===== src/design/vpn_pkg.sv =====
// Package for the patchify and normalize block: widths, constants, register indexes, types.
`timescale 1ns / 1ps
`default_nettype none

package vpn_pkg;

  // Geometry
  localparam int PATCH           = 14;
  localparam int MERGE           = 2;
  localparam int TEMPORAL_COPIES = 2;
  localparam int MAX_SIDE        = 4096;
  localparam int NUM_CH          = 3;

  // Field widths
  localparam int SIDE_W    = 12;
  localparam int CH_W      = 2;
  localparam int RAW_W     = 8;
  localparam int PROW_W    = 17;
  localparam int FCOL_W    = 11;
  localparam int FIX_W     = 27;
  localparam int BF_W      = 16;
  localparam int GW_W      = 9;
  localparam int OFS_W     = 16;
  localparam int GAIN_W    = 24;
  localparam int CFG_W     = 24;
  localparam int CFG_IDX_W = 4;

  localparam logic [CH_W-1:0] CH_BLUE = CH_W'(2);

  // Coordinates saturate here
  localparam int SIDE_MAX = (MAX_SIDE < 2**SIDE_W) ? MAX_SIDE - 1 : 2**SIDE_W - 1;
  localparam int GRID_W   = $clog2(SIDE_MAX / PATCH + 1);
  localparam int PH_W     = (PATCH > 1) ? $clog2(PATCH) : 1;

  // Divide by PATCH as a multiply by a rounded-up reciprocal
  localparam int DIVP_SH  = SIDE_W + $clog2(PATCH);
  localparam int DIVP_PW  = SIDE_W + DIVP_SH + 1;
  localparam longint RECIP_P = (longint'(2)**DIVP_SH + PATCH - 1) / PATCH;

  // Divide by MERGE the same way
  localparam int DM_W     = (GRID_W > GW_W) ? GRID_W : GW_W;
  localparam int DIVM_SH  = DM_W + $clog2(MERGE);
  localparam int DIVM_PW  = DM_W + DIVM_SH + 1;
  localparam longint RECIP_M = (longint'(2)**DIVM_SH + MERGE - 1) / MERGE;
  localparam int MG_W     = (MERGE > 1) ? $clog2(MERGE) : 1;

  // Normalize arithmetic
  localparam int OFS_FRAC  = 8;
  localparam int D_W       = RAW_W + OFS_FRAC + 1;
  localparam int PROD_W    = D_W + GAIN_W + 1;
  localparam int RND_SH    = 14;
  localparam int RND_W     = PROD_W - RND_SH;
  localparam int FIX_FRAC  = 16;
  localparam longint FIX_MAX     = longint'(2)**(FIX_W-1) - 1;
  localparam longint FIX_NEG_MAG = longint'(2)**(FIX_W-1);
  localparam int MSB_W     = $clog2(FIX_W);
  localparam int BF_BIAS   = 127 - FIX_FRAC;
  localparam int BF_MANT_W = 7;
  localparam int BF_EXP_W  = 8;

  localparam int CNT_W = (TEMPORAL_COPIES > 1) ? $clog2(TEMPORAL_COPIES) : 1;

  // Register reset values
  localparam logic [GW_W-1:0]   GRID_WIDTH_RST = GW_W'(16);
  localparam logic [OFS_W-1:0]  OFFSET_RST     = OFS_W'(32640);
  localparam logic [GAIN_W-1:0] GAIN_RST       = GAIN_W'(32896);

  // Register indexes
  localparam logic [CFG_IDX_W-1:0] REG_GRID_WIDTH   = CFG_IDX_W'(0);
  localparam logic [CFG_IDX_W-1:0] REG_SHUFFLE_MODE = CFG_IDX_W'(1);
  localparam logic [CFG_IDX_W-1:0] REG_OFFSET_RED   = CFG_IDX_W'(2);
  localparam logic [CFG_IDX_W-1:0] REG_OFFSET_GREEN = CFG_IDX_W'(3);
  localparam logic [CFG_IDX_W-1:0] REG_OFFSET_BLUE  = CFG_IDX_W'(4);
  localparam logic [CFG_IDX_W-1:0] REG_GAIN_RED     = CFG_IDX_W'(5);
  localparam logic [CFG_IDX_W-1:0] REG_GAIN_GREEN   = CFG_IDX_W'(6);
  localparam logic [CFG_IDX_W-1:0] REG_GAIN_BLUE    = CFG_IDX_W'(7);

  // Index fields carried down the back half of the pipe
  typedef struct packed {
    logic [PROW_W-1:0] prow;
    logic [FCOL_W-1:0] fbase;
  } idx_t;

endpackage

`default_nettype wire


===== src/design/vit_patchify_normalize.sv =====
// Patchify and normalize: patch indices plus Q10.16 and bfloat16 normalized value per byte.
// Each accepted item passes through stages 1 to 8 and then the output register, in order.
// The output register sends each item's TEMPORAL_COPIES copies one per cycle unless out_stall_i
// holds it, while the eight stages behind it hold; no new item enters until the last copy goes.
// Reset: clears all stage valid bits and the copy counter; config registers go to reset values.
`timescale 1ns / 1ps
`default_nettype none

module vit_patchify_normalize (
  input  wire logic                           clk_i,
  input  wire logic                           rst_ni,
  // configuration
  input  wire logic                           cfg_we_i,
  input  wire logic [vpn_pkg::CFG_IDX_W-1:0]  cfg_idx_i,
  input  wire logic [vpn_pkg::CFG_W-1:0]      cfg_data_i,
  // input items
  input  wire logic                           in_valid_i,
  output logic                                in_stall_o,
  input  wire logic [vpn_pkg::SIDE_W-1:0]     pixel_row_i,
  input  wire logic [vpn_pkg::SIDE_W-1:0]     pixel_col_i,
  input  wire logic [vpn_pkg::CH_W-1:0]       channel_i,
  input  wire logic [vpn_pkg::RAW_W-1:0]      raw_i,
  // result items
  output logic                                out_valid_o,
  input  wire logic                           out_stall_i,
  output logic [vpn_pkg::PROW_W-1:0]          patch_row_o,
  output logic [vpn_pkg::FCOL_W-1:0]          feature_col_o,
  output logic signed [vpn_pkg::FIX_W-1:0]    value_fixed_o,
  output logic [vpn_pkg::BF_W-1:0]            value_bf16_o,
  output logic                                last_o
);

  import vpn_pkg::*;

  // ---------------- configuration registers ----------------
  logic [GW_W-1:0]   grid_w_q;
  logic              shuffle_q;
  logic [OFS_W-1:0]  offset_q [NUM_CH];
  logic [GAIN_W-1:0] gain_q   [NUM_CH];

  always_ff @(posedge clk_i or negedge rst_ni) begin
    if (!rst_ni) begin
      grid_w_q  <= GRID_WIDTH_RST;
      shuffle_q <= 1'b0;
      for (int c = 0; c < NUM_CH; c++) begin
        offset_q[c] <= OFFSET_RST;
        gain_q[c]   <= GAIN_RST;
      end
    end else if (cfg_we_i) begin
      case (cfg_idx_i)
        REG_GRID_WIDTH:   grid_w_q    <= cfg_data_i[GW_W-1:0];
        REG_SHUFFLE_MODE: shuffle_q   <= cfg_data_i[0];
        REG_OFFSET_RED:   offset_q[0] <= cfg_data_i[OFS_W-1:0];
        REG_OFFSET_GREEN: offset_q[1] <= cfg_data_i[OFS_W-1:0];
        REG_OFFSET_BLUE:  offset_q[2] <= cfg_data_i[OFS_W-1:0];
        REG_GAIN_RED:     gain_q[0]   <= cfg_data_i[GAIN_W-1:0];
        REG_GAIN_GREEN:   gain_q[1]   <= cfg_data_i[GAIN_W-1:0];
        REG_GAIN_BLUE:    gain_q[2]   <= cfg_data_i[GAIN_W-1:0];
        default: ;
      endcase
    end
  end

  // ---------------- pipeline control ----------------
  logic adv;
  logic out_last;
  logic s1_v_q, s2_v_q, s3_v_q, s4_v_q, s5_v_q, s6_v_q, s7_v_q, s8_v_q;
  logic o_v_q;
  logic [CNT_W-1:0] o_cnt_q;

  assign out_last   = (o_cnt_q == CNT_W'(TEMPORAL_COPIES - 1));
  // whole pipe moves when the output register can take a new item
  assign adv        = !o_v_q || (!out_stall_i && out_last);
  assign in_stall_o = !adv;

  always_ff @(posedge clk_i or negedge rst_ni) begin
    if (!rst_ni) begin
      s1_v_q  <= 1'b0;
      s2_v_q  <= 1'b0;
      s3_v_q  <= 1'b0;
      s4_v_q  <= 1'b0;
      s5_v_q  <= 1'b0;
      s6_v_q  <= 1'b0;
      s7_v_q  <= 1'b0;
      s8_v_q  <= 1'b0;
      o_v_q   <= 1'b0;
      o_cnt_q <= '0;
    end else if (adv) begin
      s1_v_q  <= in_valid_i;
      s2_v_q  <= s1_v_q;
      s3_v_q  <= s2_v_q;
      s4_v_q  <= s3_v_q;
      s5_v_q  <= s4_v_q;
      s6_v_q  <= s5_v_q;
      s7_v_q  <= s6_v_q;
      s8_v_q  <= s7_v_q;
      o_v_q   <= s8_v_q;
      o_cnt_q <= '0;
    end else if (!out_stall_i) begin
      o_cnt_q <= o_cnt_q + CNT_W'(1);
    end
  end

  // ---------------- stage 1: capture and clamp ----------------
  logic [SIDE_W-1:0] s1_row_q, s1_col_q;
  logic [CH_W-1:0]   s1_ch_q;
  logic [RAW_W-1:0]  s1_raw_q;

  always_ff @(posedge clk_i) begin
    if (adv) begin
      s1_row_q <= (32'(pixel_row_i) > SIDE_MAX) ? SIDE_W'(SIDE_MAX) : pixel_row_i;
      s1_col_q <= (32'(pixel_col_i) > SIDE_MAX) ? SIDE_W'(SIDE_MAX) : pixel_col_i;
      s1_ch_q  <= (channel_i > CH_BLUE) ? CH_BLUE : channel_i;  // channel three reads as blue
      s1_raw_q <= raw_i;
    end
  end

  // ---------------- stage 2: grid coords, offset subtract ----------------
  logic [DIVP_PW-1:0]     gy_prod, gx_prod;
  logic [GRID_W-1:0]      s2_gy_q, s2_gx_q;
  logic [SIDE_W-1:0]      s2_row_q, s2_col_q;
  logic [CH_W-1:0]        s2_ch_q;
  logic signed [D_W-1:0]  s2_d_q;
  logic [GAIN_W-1:0]      s2_gain_q;

  assign gy_prod = DIVP_PW'(s1_row_q) * DIVP_PW'(RECIP_P);
  assign gx_prod = DIVP_PW'(s1_col_q) * DIVP_PW'(RECIP_P);

  always_ff @(posedge clk_i) begin
    if (adv) begin
      s2_gy_q   <= GRID_W'(gy_prod >> DIVP_SH);
      s2_gx_q   <= GRID_W'(gx_prod >> DIVP_SH);
      s2_row_q  <= s1_row_q;
      s2_col_q  <= s1_col_q;
      s2_ch_q   <= s1_ch_q;
      s2_d_q    <= $signed({1'b0, s1_raw_q, OFS_FRAC'(0)})
                 - $signed({1'b0, offset_q[s1_ch_q]});
      s2_gain_q <= gain_q[s1_ch_q];
    end
  end

  // ---------------- stage 3: in-patch offsets, gain multiply, merge split ----------------
  logic [DIVM_PW-1:0]       by_prod, bx_prod, bw_prod;
  logic [PH_W-1:0]          s3_ph_q, s3_pw_q;
  logic [GRID_W-1:0]        s3_gy_q, s3_gx_q;
  logic [DM_W-1:0]          s3_by_q, s3_bx_q, s3_bw_q;
  logic [CH_W-1:0]          s3_ch_q;
  logic signed [PROD_W-1:0] s3_prod_q;

  assign by_prod = DIVM_PW'(s2_gy_q) * DIVM_PW'(RECIP_M);
  assign bx_prod = DIVM_PW'(s2_gx_q) * DIVM_PW'(RECIP_M);
  assign bw_prod = DIVM_PW'(grid_w_q) * DIVM_PW'(RECIP_M);

  always_ff @(posedge clk_i) begin
    if (adv) begin
      s3_ph_q   <= PH_W'(s2_row_q - SIDE_W'(s2_gy_q) * SIDE_W'(PATCH));
      s3_pw_q   <= PH_W'(s2_col_q - SIDE_W'(s2_gx_q) * SIDE_W'(PATCH));
      s3_gy_q   <= s2_gy_q;
      s3_gx_q   <= s2_gx_q;
      s3_by_q   <= DM_W'(by_prod >> DIVM_SH);
      s3_bx_q   <= DM_W'(bx_prod >> DIVM_SH);
      s3_bw_q   <= DM_W'(bw_prod >> DIVM_SH);
      s3_ch_q   <= s2_ch_q;
      s3_prod_q <= PROD_W'(s2_d_q * $signed({1'b0, s2_gain_q}));
    end
  end

  // ---------------- stage 4: round magnitude, row products, feature base ----------------
  logic                   prod_neg;
  logic [PROD_W-1:0]      prod_abs;
  logic                   s4_neg_q;
  logic [RND_W-1:0]       s4_rnd_q;
  logic [PROW_W-1:0]      s4_rm_q, s4_blk_q;
  logic [MG_W-1:0]        s4_my_q, s4_mx_q;
  logic [FCOL_W-1:0]      s4_fbase_q;

  assign prod_neg = s3_prod_q[PROD_W-1];
  assign prod_abs = prod_neg ? PROD_W'(-s3_prod_q) : PROD_W'(s3_prod_q);

  always_ff @(posedge clk_i) begin
    if (adv) begin
      s4_neg_q   <= prod_neg;
      // ties away from zero: round the magnitude
      s4_rnd_q   <= RND_W'((prod_abs + PROD_W'(2**(RND_SH-1))) >> RND_SH);
      s4_rm_q    <= PROW_W'(PROW_W'(s3_gy_q) * PROW_W'(grid_w_q) + PROW_W'(s3_gx_q));
      s4_blk_q   <= PROW_W'(PROW_W'(s3_by_q) * PROW_W'(s3_bw_q) + PROW_W'(s3_bx_q));
      s4_my_q    <= MG_W'(DM_W'(s3_gy_q) - s3_by_q * DM_W'(MERGE));
      s4_mx_q    <= MG_W'(DM_W'(s3_gx_q) - s3_bx_q * DM_W'(MERGE));
      s4_fbase_q <= FCOL_W'(s3_ch_q) * FCOL_W'(TEMPORAL_COPIES * PATCH * PATCH)
                  + FCOL_W'(s3_ph_q) * FCOL_W'(PATCH) + FCOL_W'(s3_pw_q);
    end
  end

  // ---------------- stage 5: saturate, final patch row ----------------
  logic             s5_neg_q;
  logic [FIX_W-1:0] s5_mag_q;
  idx_t             s5_idx_q;

  always_ff @(posedge clk_i) begin
    if (adv) begin
      s5_neg_q <= s4_neg_q;
      if (s4_neg_q) begin
        s5_mag_q <= (RND_W'(s4_rnd_q) > RND_W'(FIX_NEG_MAG)) ? FIX_W'(FIX_NEG_MAG)
                                                            : FIX_W'(s4_rnd_q);
      end else begin
        s5_mag_q <= (RND_W'(s4_rnd_q) > RND_W'(FIX_MAX)) ? FIX_W'(FIX_MAX)
                                                         : FIX_W'(s4_rnd_q);
      end
      s5_idx_q.prow  <= shuffle_q
          ? PROW_W'((s4_blk_q * PROW_W'(MERGE) + PROW_W'(s4_my_q)) * PROW_W'(MERGE)
                    + PROW_W'(s4_mx_q))
          : s4_rm_q;
      s5_idx_q.fbase <= s4_fbase_q;
    end
  end

  // ---------------- stage 6: signed value, leading one ----------------
  logic [MSB_W-1:0]        msb_d;
  logic                    s6_neg_q;
  logic [FIX_W-1:0]        s6_mag_q;
  logic [MSB_W-1:0]        s6_msb_q;
  logic signed [FIX_W-1:0] s6_fix_q;
  idx_t                    s6_idx_q;

  always_comb begin
    msb_d = '0;
    for (int i = 0; i < FIX_W; i++) begin
      if (s5_mag_q[i]) msb_d = MSB_W'(i);
    end
  end

  always_ff @(posedge clk_i) begin
    if (adv) begin
      s6_neg_q <= s5_neg_q;
      s6_mag_q <= s5_mag_q;
      s6_msb_q <= msb_d;
      s6_fix_q <= s5_neg_q ? $signed(FIX_W'(-s5_mag_q)) : $signed(s5_mag_q);
      s6_idx_q <= s5_idx_q;
    end
  end

  // ---------------- stage 7: normalize ----------------
  logic                    s7_neg_q, s7_zero_q;
  logic [FIX_W-1:0]        s7_norm_q;
  logic [MSB_W-1:0]        s7_msb_q;
  logic signed [FIX_W-1:0] s7_fix_q;
  idx_t                    s7_idx_q;

  always_ff @(posedge clk_i) begin
    if (adv) begin
      s7_neg_q  <= s6_neg_q;
      s7_zero_q <= (s6_mag_q == '0);
      s7_norm_q <= s6_mag_q << (MSB_W'(FIX_W - 1) - s6_msb_q);
      s7_msb_q  <= s6_msb_q;
      s7_fix_q  <= s6_fix_q;
      s7_idx_q  <= s6_idx_q;
    end
  end

  // ---------------- stage 8: bfloat16 round to nearest even ----------------
  localparam int MANT_LO = FIX_W - 1 - BF_MANT_W;

  logic [BF_MANT_W:0]      mant8;
  logic                    round_up;
  logic [BF_MANT_W+1:0]    mant9;
  logic [BF_EXP_W-1:0]     bf_exp;
  logic [BF_W-1:0]         bf_d;
  logic [BF_W-1:0]         s8_bf_q;
  logic signed [FIX_W-1:0] s8_fix_q;
  idx_t                    s8_idx_q;

  assign mant8    = s7_norm_q[FIX_W-1:MANT_LO];
  assign round_up = s7_norm_q[MANT_LO-1]
                  & ((|s7_norm_q[MANT_LO-2:0]) | s7_norm_q[MANT_LO]);
  assign mant9    = {1'b0, mant8} + (BF_MANT_W+2)'(round_up);
  // mantissa carry out bumps the exponent; low bits are then zero
  assign bf_exp   = BF_EXP_W'(s7_msb_q) + BF_EXP_W'(BF_BIAS) + BF_EXP_W'(mant9[BF_MANT_W+1]);
  assign bf_d     = s7_zero_q ? '0 : {s7_neg_q, bf_exp, mant9[BF_MANT_W-1:0]};

  always_ff @(posedge clk_i) begin
    if (adv) begin
      s8_bf_q  <= bf_d;
      s8_fix_q <= s7_fix_q;
      s8_idx_q <= s7_idx_q;
    end
  end

  // ---------------- output register: one copy per temporal slot ----------------
  logic [PROW_W-1:0]       o_prow_q;
  logic [FCOL_W-1:0]       o_fcol_q;
  logic signed [FIX_W-1:0] o_fix_q;
  logic [BF_W-1:0]         o_bf_q;

  always_ff @(posedge clk_i) begin
    if (adv) begin
      o_prow_q <= s8_idx_q.prow;
      o_fcol_q <= s8_idx_q.fbase;
      o_fix_q  <= s8_fix_q;
      o_bf_q   <= s8_bf_q;
    end else if (!out_stall_i) begin
      o_fcol_q <= o_fcol_q + FCOL_W'(PATCH * PATCH);
    end
  end

  assign out_valid_o   = o_v_q;
  assign patch_row_o   = o_prow_q;
  assign feature_col_o = o_fcol_q;
  assign value_fixed_o = o_fix_q;
  assign value_bf16_o  = o_bf_q;
  assign last_o        = out_last;

endmodule

`default_nettype wire

===== config.mk =====
export PLATFORM = sky130hd
export DESIGN_NAME = vit_patchify_normalize
export DESIGN_NICKNAME = d
export VERILOG_FILES = /design/src/design/vpn_pkg.sv /design/src/design/vit_patchify_normalize.sv
export SDC_FILE = /design/constraint.sdc
export NUM_CORES = 2
export LEC_CHECK = 0
export ABC_AREA = 1
export BUFFER_PORTS_ARGS = -buffer_cell sky130_fd_sc_hd__buf_2
export CORE_ASPECT_RATIO = 1.5
export CORE_MARGIN = 2
export CORE_UTILIZATION = 65
export CTS_BUF_LIST = sky130_fd_sc_hd__clkbuf_8
export DETAILED_ROUTE_END_ITERATION = 6
export PLACE_DENSITY = 0.87
export SLEW_MARGIN = 5
export SYNTH_ARGS = -nofsm -noshare
export SYNTH_HDL_FRONTEND = slang
export SYNTH_SLANG_ARGS = --single-unit

===== constraint.sdc =====
create_clock -name clk_i -period 23.2 [get_ports clk_i]
set_clock_uncertainty 0.15 [all_clocks]
set_input_delay 3.48 -clock clk_i [delete_from_list [all_inputs] [get_ports clk_i]]
set_output_delay 3.48 -clock clk_i [all_outputs]
set_load 0.01 [all_outputs]

Yosys cells after proc, flatten, opt, wreduce, memory -nomap -nowiden
Cells that the tools add are included.
{ "word_totals": {"regBits": 786, "latchBits": 0, "mem_bits_rw": 0, "romBits": 0, "inputBits": 67, "out_inout_bits": 74, "elab_cells": 176, "memories": 0} }
{ "classes": {"add_sub_neg": 20, "mul": 9, "div_mod_pow": 0, "order_cmp": 4, "eq_ne": 8, "shift": 1, "mux": 41, "bitwise_logic": 3, "n_reduce_logical": 18} }
{ "ops": {"columns": ["cell", "count"], "rows": [
  ["two-way mux 27 bit", 4],
  ["two-way mux 5 bit", 14],
  ["binary-select mux 24 bit (select 2 bit)", 1],
  ["multiplier 12 x 12 -> 24 bit, second input constant", 2],
  ["two-way mux 24 bit", 2],
  ["adder 42 x 14 -> 42 bit, second input constant", 1],
  ["multiplier 17 x 25 -> 42 bit", 1],
  ["two-way mux 42 bit", 1],
  ["negation 42 bit", 1],
  ["binary-select mux 16 bit (select 2 bit)", 1],
  ["two-way mux 16 bit", 2],
  ["two-way mux 4 bit", 8],
  ["greater-than comparator 28 x 26 -> 1 bit, second input constant", 1],
  ["greater-than comparator 28 x 27 -> 1 bit, second input constant", 1],
  ["zero test 27 bit", 1],
  ["negation 27 bit", 1],
  ["left shift 27 x 5 -> 27 bit", 1],
  ["two-way mux 11 bit", 2],
  ["multiplier 9 x 3 -> 3 bit, second input constant", 2],
  ["OR reduction 18 bit", 1],
  ["adder 17 x 1 -> 17 bit", 1],
  ["adder 17 x 9 -> 17 bit", 1],
  ["multiplier 9 x 9 -> 17 bit", 1],
  ["two-way mux 17 bit", 1],
  ["other kinds (34)", 52]
]} }

Depth between registers and ports, before layout
{ "logic_depth": {"word_depth": 25, "ltp_mapped": 31, "mapped_depth_nobuf": 29} }

Worst setup path before layout
OpenSTA, ideal clock, no wires.
{ "synth_timing": {"path_kind": "input-to-reg", "start": "in out_stall_i", "end": "reg o_prow_q[0] (netlist: patch_row_o[0]) (enable)", "setup_time_ps": 1225, "t_arrival_ps": 20595, "required_ps": 21825, "path_slack_ps": 1231, "cell_stages": 2, "n_path_buf": 1, "path_cell_list": "o21ai_1 > clkbuf_1"} }
{ "synth_via": {"elab_chain_cells": 3} }
{ "synth_rtl": {"columns": ["element", "line", "source"], "rows": [
  ["start: declaration", "vit_patchify_normalize.sv:25", "input wire logic out_stall_i,"],
  ["zero test 1 bit", null, null],
  ["logical AND 1 bit", "vit_patchify_normalize.sv:73", "assign adv = !o_v_q || (!out_stall_i && out_last);"],
  ["logical OR 1 bit", "vit_patchify_normalize.sv:73", null],
  ["named net adv", "vit_patchify_normalize.sv:65", "logic adv;"],
  ["end signal: assignment", "vit_patchify_normalize.sv:296", "o_prow_q <= s8_idx_q.prow;"],
  ["end: declaration", "vit_patchify_normalize.sv:289", "logic [PROW_W-1:0] o_prow_q;"]
]} }
The timed path passes the listed nets, and every way through them passes these cells.
A chain may end at the register's enable or synchronous reset.

Worst setup path in the final report
{ "layout_timing": {"start": "in out_stall_i", "end": "out in_stall_o"} }
{ "layout_via": {"elab_chain_cells": 4} }
{ "layout_rtl": {"columns": ["element", "line", "source"], "rows": [
  ["zero test 1 bit", null, null],
  ["logical AND 1 bit", "vit_patchify_normalize.sv:73", null],
  ["logical OR 1 bit", "vit_patchify_normalize.sv:73", null],
  ["zero test 1 bit", "vit_patchify_normalize.sv:74", "assign in_stall_o = !adv;"],
  ["end: declaration", "vit_patchify_normalize.sv:18", "output logic in_stall_o,"]
]} }
Every way passes these cells.

==> impl_metrics.yaml <==
worst_setup_path:
  worstRegToRegCells: 21
  path_common_cell: "sky130_fd_sc_hd__buf_2"
  cp_max_fo: 16
  endpoint: "in_stall_o"
  rrSetupSlack_ps: 15770
  startpoint_kind_of_the_worst_setup_timing_path: "input port"
  critical_path_class: "in -> out"
  cp.arrival_ps: 4270
  crit_start: "out_stall_i"
  worstSetupPathDepth: 4
  worstReg2RegEnd: "s3_prod_q[29]$_DFFE_PN_"
  crit_path_end_kind: "output port"
  critical_path.slowest_cell: "sky130_fd_sc_hd__inv_1"
  timing.critical_path.slowest_cell_delay_ps: 340
  path_cells: "buf_2, o21ai_4, inv_1, buf_2"
  worstPathRequired_ps: 19570
  critical_path.reg2reg.startpoint: "s2_d_q[4]$_DFFE_PN_"
  cpLargestDelayFamily: "buffers and inverters"
  crit_buf_inv: 3
place:
  port-buffer-count: 140
  worst_case_setup_slack_after_placement_ps: 15320
  final_weighted_congestion_in_routability_driven_placement: 0.931
  dp_hpwl_mm: 81.4
sta:
  max_slew_margin_pct: 19.9
  layout_min_cycle_time_ps: 7900
  fin_ws_ps: 15300
  max_clock_freq_mhz: 127
  maxSlewViolCount: 0
  post-route-period-util_pct: 34.1
  setup_repair_after_global_routing_missed_its_margin: "no"
  totalNegativeSetupSlack_ps: 0
  timing.final.hold_violations: 0
  setup-violations-final: 0
  tightestPinTransition_ps: 1200
floorplan:
  design.die.area_sq_mm: 0.0838
  floorplan.rows: 128
  die_wd_microns: 237
  placeable_core_region_sq_mm: 0.0810
  chipHeight_microns: 354
  start_util_pct: 65.4
  num_io_pins: 141
drt:
  drt_pass1_iterations: 6
  ant_nets: 0
  route.final.wire_length_mm: 111
  ratio_of_routed_vias_to_standard_cells: 5.56
  drt-initial-drc-count: 2275
  drt-wirelength-per-cell_microns: 17.1
  drc: 0
  dr_total_vias: 36100
grt:
  grt_antenna_before_repair: 7
  grt_pass1_wl_mm: 183
  total_overflow_reported_by_the_global_router: 0
  pin_count_of_the_biggest_net_entering_global_routing: 172
  vias_in_the_first_global_route: 38900
  globalRouteTotalUtil_pct: 27.5
synthesis:
  synth_most_common_cell: "sky130_fd_sc_hd__nand2_1"
  synth_top_area_cell: "sky130_fd_sc_hd__edfxtp_1"
  cells_taking_the_most_area_after_synthesis: "sky130_fd_sc_hd__edfxtp_1 (36%), sky130_fd_sc_hd__fa_1 (18%), sky130_fd_sc_hd__ha_1 (9.6%), sky130_fd_sc_hd__nand2_1 (8.1%), sky130_fd_sc_hd__inv_1 (7.8%)"
  ys.flop_type: "sky130_fd_sc_hd__edfxtp_1"
  post_synth_inst_count: 5269
  synth.ff_latch_count: 769
  yosys_warnings: 0
  synth.cell_area_sq_mm: 0.0530
  ys_async_sr_fraction_pct: 18.2
  synth-seq-area-share_pct: 42.3
  mappedNetlistNets: 6211
  synthTopCellsByCount: "sky130_fd_sc_hd__nand2_1 (1146), sky130_fd_sc_hd__inv_1 (1098), sky130_fd_sc_hd__edfxtp_1 (629), sky130_fd_sc_hd__fa_1 (470), sky130_fd_sc_hd__ha_1 (405)"
  synth_edf_count: 629
  synth.lib_cells_used.distinct: 62
  share_of_the_synthesized_area_in_the_top_cell_type_pct: 35.7
  avgSynthCellArea_sq_um: 10.1
hold_path:
  hold_crit_depth: 0
  holdCritStartpoint: "s8_fix_q[25]$_DFFE_PN_"
  hold_path.class: "reg -> reg"
clocking:
  cts.hold.buffers_added: 0
  cts.reportedPaths.clkPinSlew_ps: 60
  clock_tree.buffer_depth: 3
  cts.htree.levels: 3
  numClockSinks: 769
  post_cts_resized: 0
  setup_fix_buffers_added_after_clock_tree_synthesis: 0
  root_buffer: "sky130_fd_sc_hd__clkbuf_8"
  clkLatencyLatePin_ps: 760
  cts_buffers: 110
  tritoncts: "yes"
job:
  drv.max_cap_violation_count: 0
layout:
  sequential_cell_area_sq_mm: 0.0224
  final_layout_size_suffix_gt1_share_pct: 7.72
  multi_input_comb_area_sq_mm: 0.0257
  area_growth_syn_to_layout_pct: 7.16
  layout.filler_cells: 5461
  layout.nets: 6291
outcome:
  run_status: "complete, no violations"
[how the worst min path moves through the flow]
stage	slack [ps]	to
finish	240	value_fixed_o[25]$_DFFE_PN_
global route	230	value_bf16_o[15]$_DFFE_PN_
global placement	250	value_fixed_o[25]$_DFFE_PN_
CTS	230	value_fixed_o[25]$_DFFE_PN_
floorplan	250	patch_row_o[0]$_DFFE_PN_
detailed placement	250	s7_fix_q[14]$_DFFE_PN_
[per-stage QoR]
step / hold WS [ps] / instances / util (%) / area, sq um
5_1_grt: 228 / 6488 / 70.0 / 56800
3_3_place_gp: 250 / 6277 / 67.2 / 54400
6_report: 238 / 6488 / 70.0 / 56800
2_1_floorplan: 250 / 5269 / - / 53000
4_1_cts: 226 / 6481 / 70.0 / 56700
3_5_place_dp: 255 / 6277 / 67.2 / 54400
[layer usage]
layer / wire, microns / global-route usage [%] / vias up / share of wire [%]
li1: - / - / 16700 / -
met1: 37500 / 28.3 / 17400 / 34
met2: 59600 / 51.3 / 1480 / 54
met3: 7040 / 4.81 / 509 / 6.3
met4: 6780 / 17.0 / 0 / 6.1
met5: 0 / 0 / - / 0
[kinds of logic (layout without fill, tap and decap cells)]
| family | after synthesis | after routing | share of synthesized area, % |
|---|---|---|---|
| AND/OR/NAND/NOR | 1573 | 1573 | 12.0 |
| buffers and inverters | 1298 | 1470 | 9.22 |
| other | 0 | 7 | 0 |
| flip-flops | 769 | 769 | 42.3 |
| AO/OA/AOI/OAI | 555 | 555 | 5.71 |
| multiplexers | 5 | 5 | 0.0945 |
| XOR/XNOR | 194 | 194 | 3.29 |
| adder cells (fa/ha/maj) | 875 | 875 | 27.3 |
[worst reg2reg max path, stage by stage (launching register included)]
cell	delay (ps)
sky130_fd_sc_hd__edfxtp_1	1120
sky130_fd_sc_hd__nand2_1	190
sky130_fd_sc_hd__fa_1	610
sky130_fd_sc_hd__fa_1	430
sky130_fd_sc_hd__fa_1	480
sky130_fd_sc_hd__fa_1	490
sky130_fd_sc_hd__inv_1	50
sky130_fd_sc_hd__fa_1	530
sky130_fd_sc_hd__inv_1	60
sky130_fd_sc_hd__fa_1	520
sky130_fd_sc_hd__inv_1	40
sky130_fd_sc_hd__ha_1	350
sky130_fd_sc_hd__nand2_1	90
sky130_fd_sc_hd__nor2_1	150
sky130_fd_sc_hd__nand4_1	110
sky130_fd_sc_hd__o211ai_1	270
sky130_fd_sc_hd__a21oi_1	180
sky130_fd_sc_hd__o21ai_0	450
sky130_fd_sc_hd__a21oi_1	170
sky130_fd_sc_hd__o21ai_0	390
sky130_fd_sc_hd__a21oi_1	150
sky130_fd_sc_hd__xnor2_1	150
[registers in the layout (all words and copies together), names as in the netlist, 28 cells and up]
register   cells
gain_q        72
offset_q      48
s3_prod_q     42
s4_rnd_q      28
s5_idx_q      28
s6_idx_q      28
s7_idx_q      28
s8_idx_q      28
[cell usage in the layout (no fill, tap or decap), drive strengths merged, types with 6 or more instances in the layout]
master / Yosys / final
bufinv: 0 / 10
nor4: 22 / 22
o21bai: 10 / 10
o21ai: 337 / 337
fa: 470 / 470
buf: 10 / 163
xnor2: 52 / 52
a21o: 7 / 7
a2bb2oi: 8 / 8
a31oi: 12 / 12
nor2: 241 / 241
nand4: 23 / 23
o21a: 8 / 8
inv: 1102 / 1141
xor2: 142 / 142
dfrtp: 109 / 109
clkbuf: 185 / 117
dfstp: 31 / 31
nor3: 24 / 24
or2: 25 / 25
ha: 405 / 405
edfxtp: 629 / 629
clkinv: 1 / 36
nand3: 77 / 77
nand2: 1150 / 1150
a21boi: 6 / 6
o211ai: 7 / 7
a21oi: 137 / 137
diode: 0 / 7
[final cells by class]
cell class | instances | share of cell area, %
diodes | 7 | 0.0309
clock buffers | 117 | 2.84
clock inverters | 87 | 1.23
inverters | 1103 | 7.29
multi-input cells | 3202 | 45.2
flip-flops and latches | 769 | 39.5
well taps | 1040 | 2.29
repair buffers | 163 | 1.57
Power is not shown: default switching activity piles up to over one toggle a cycle in this logic, so the estimate is an artifact.
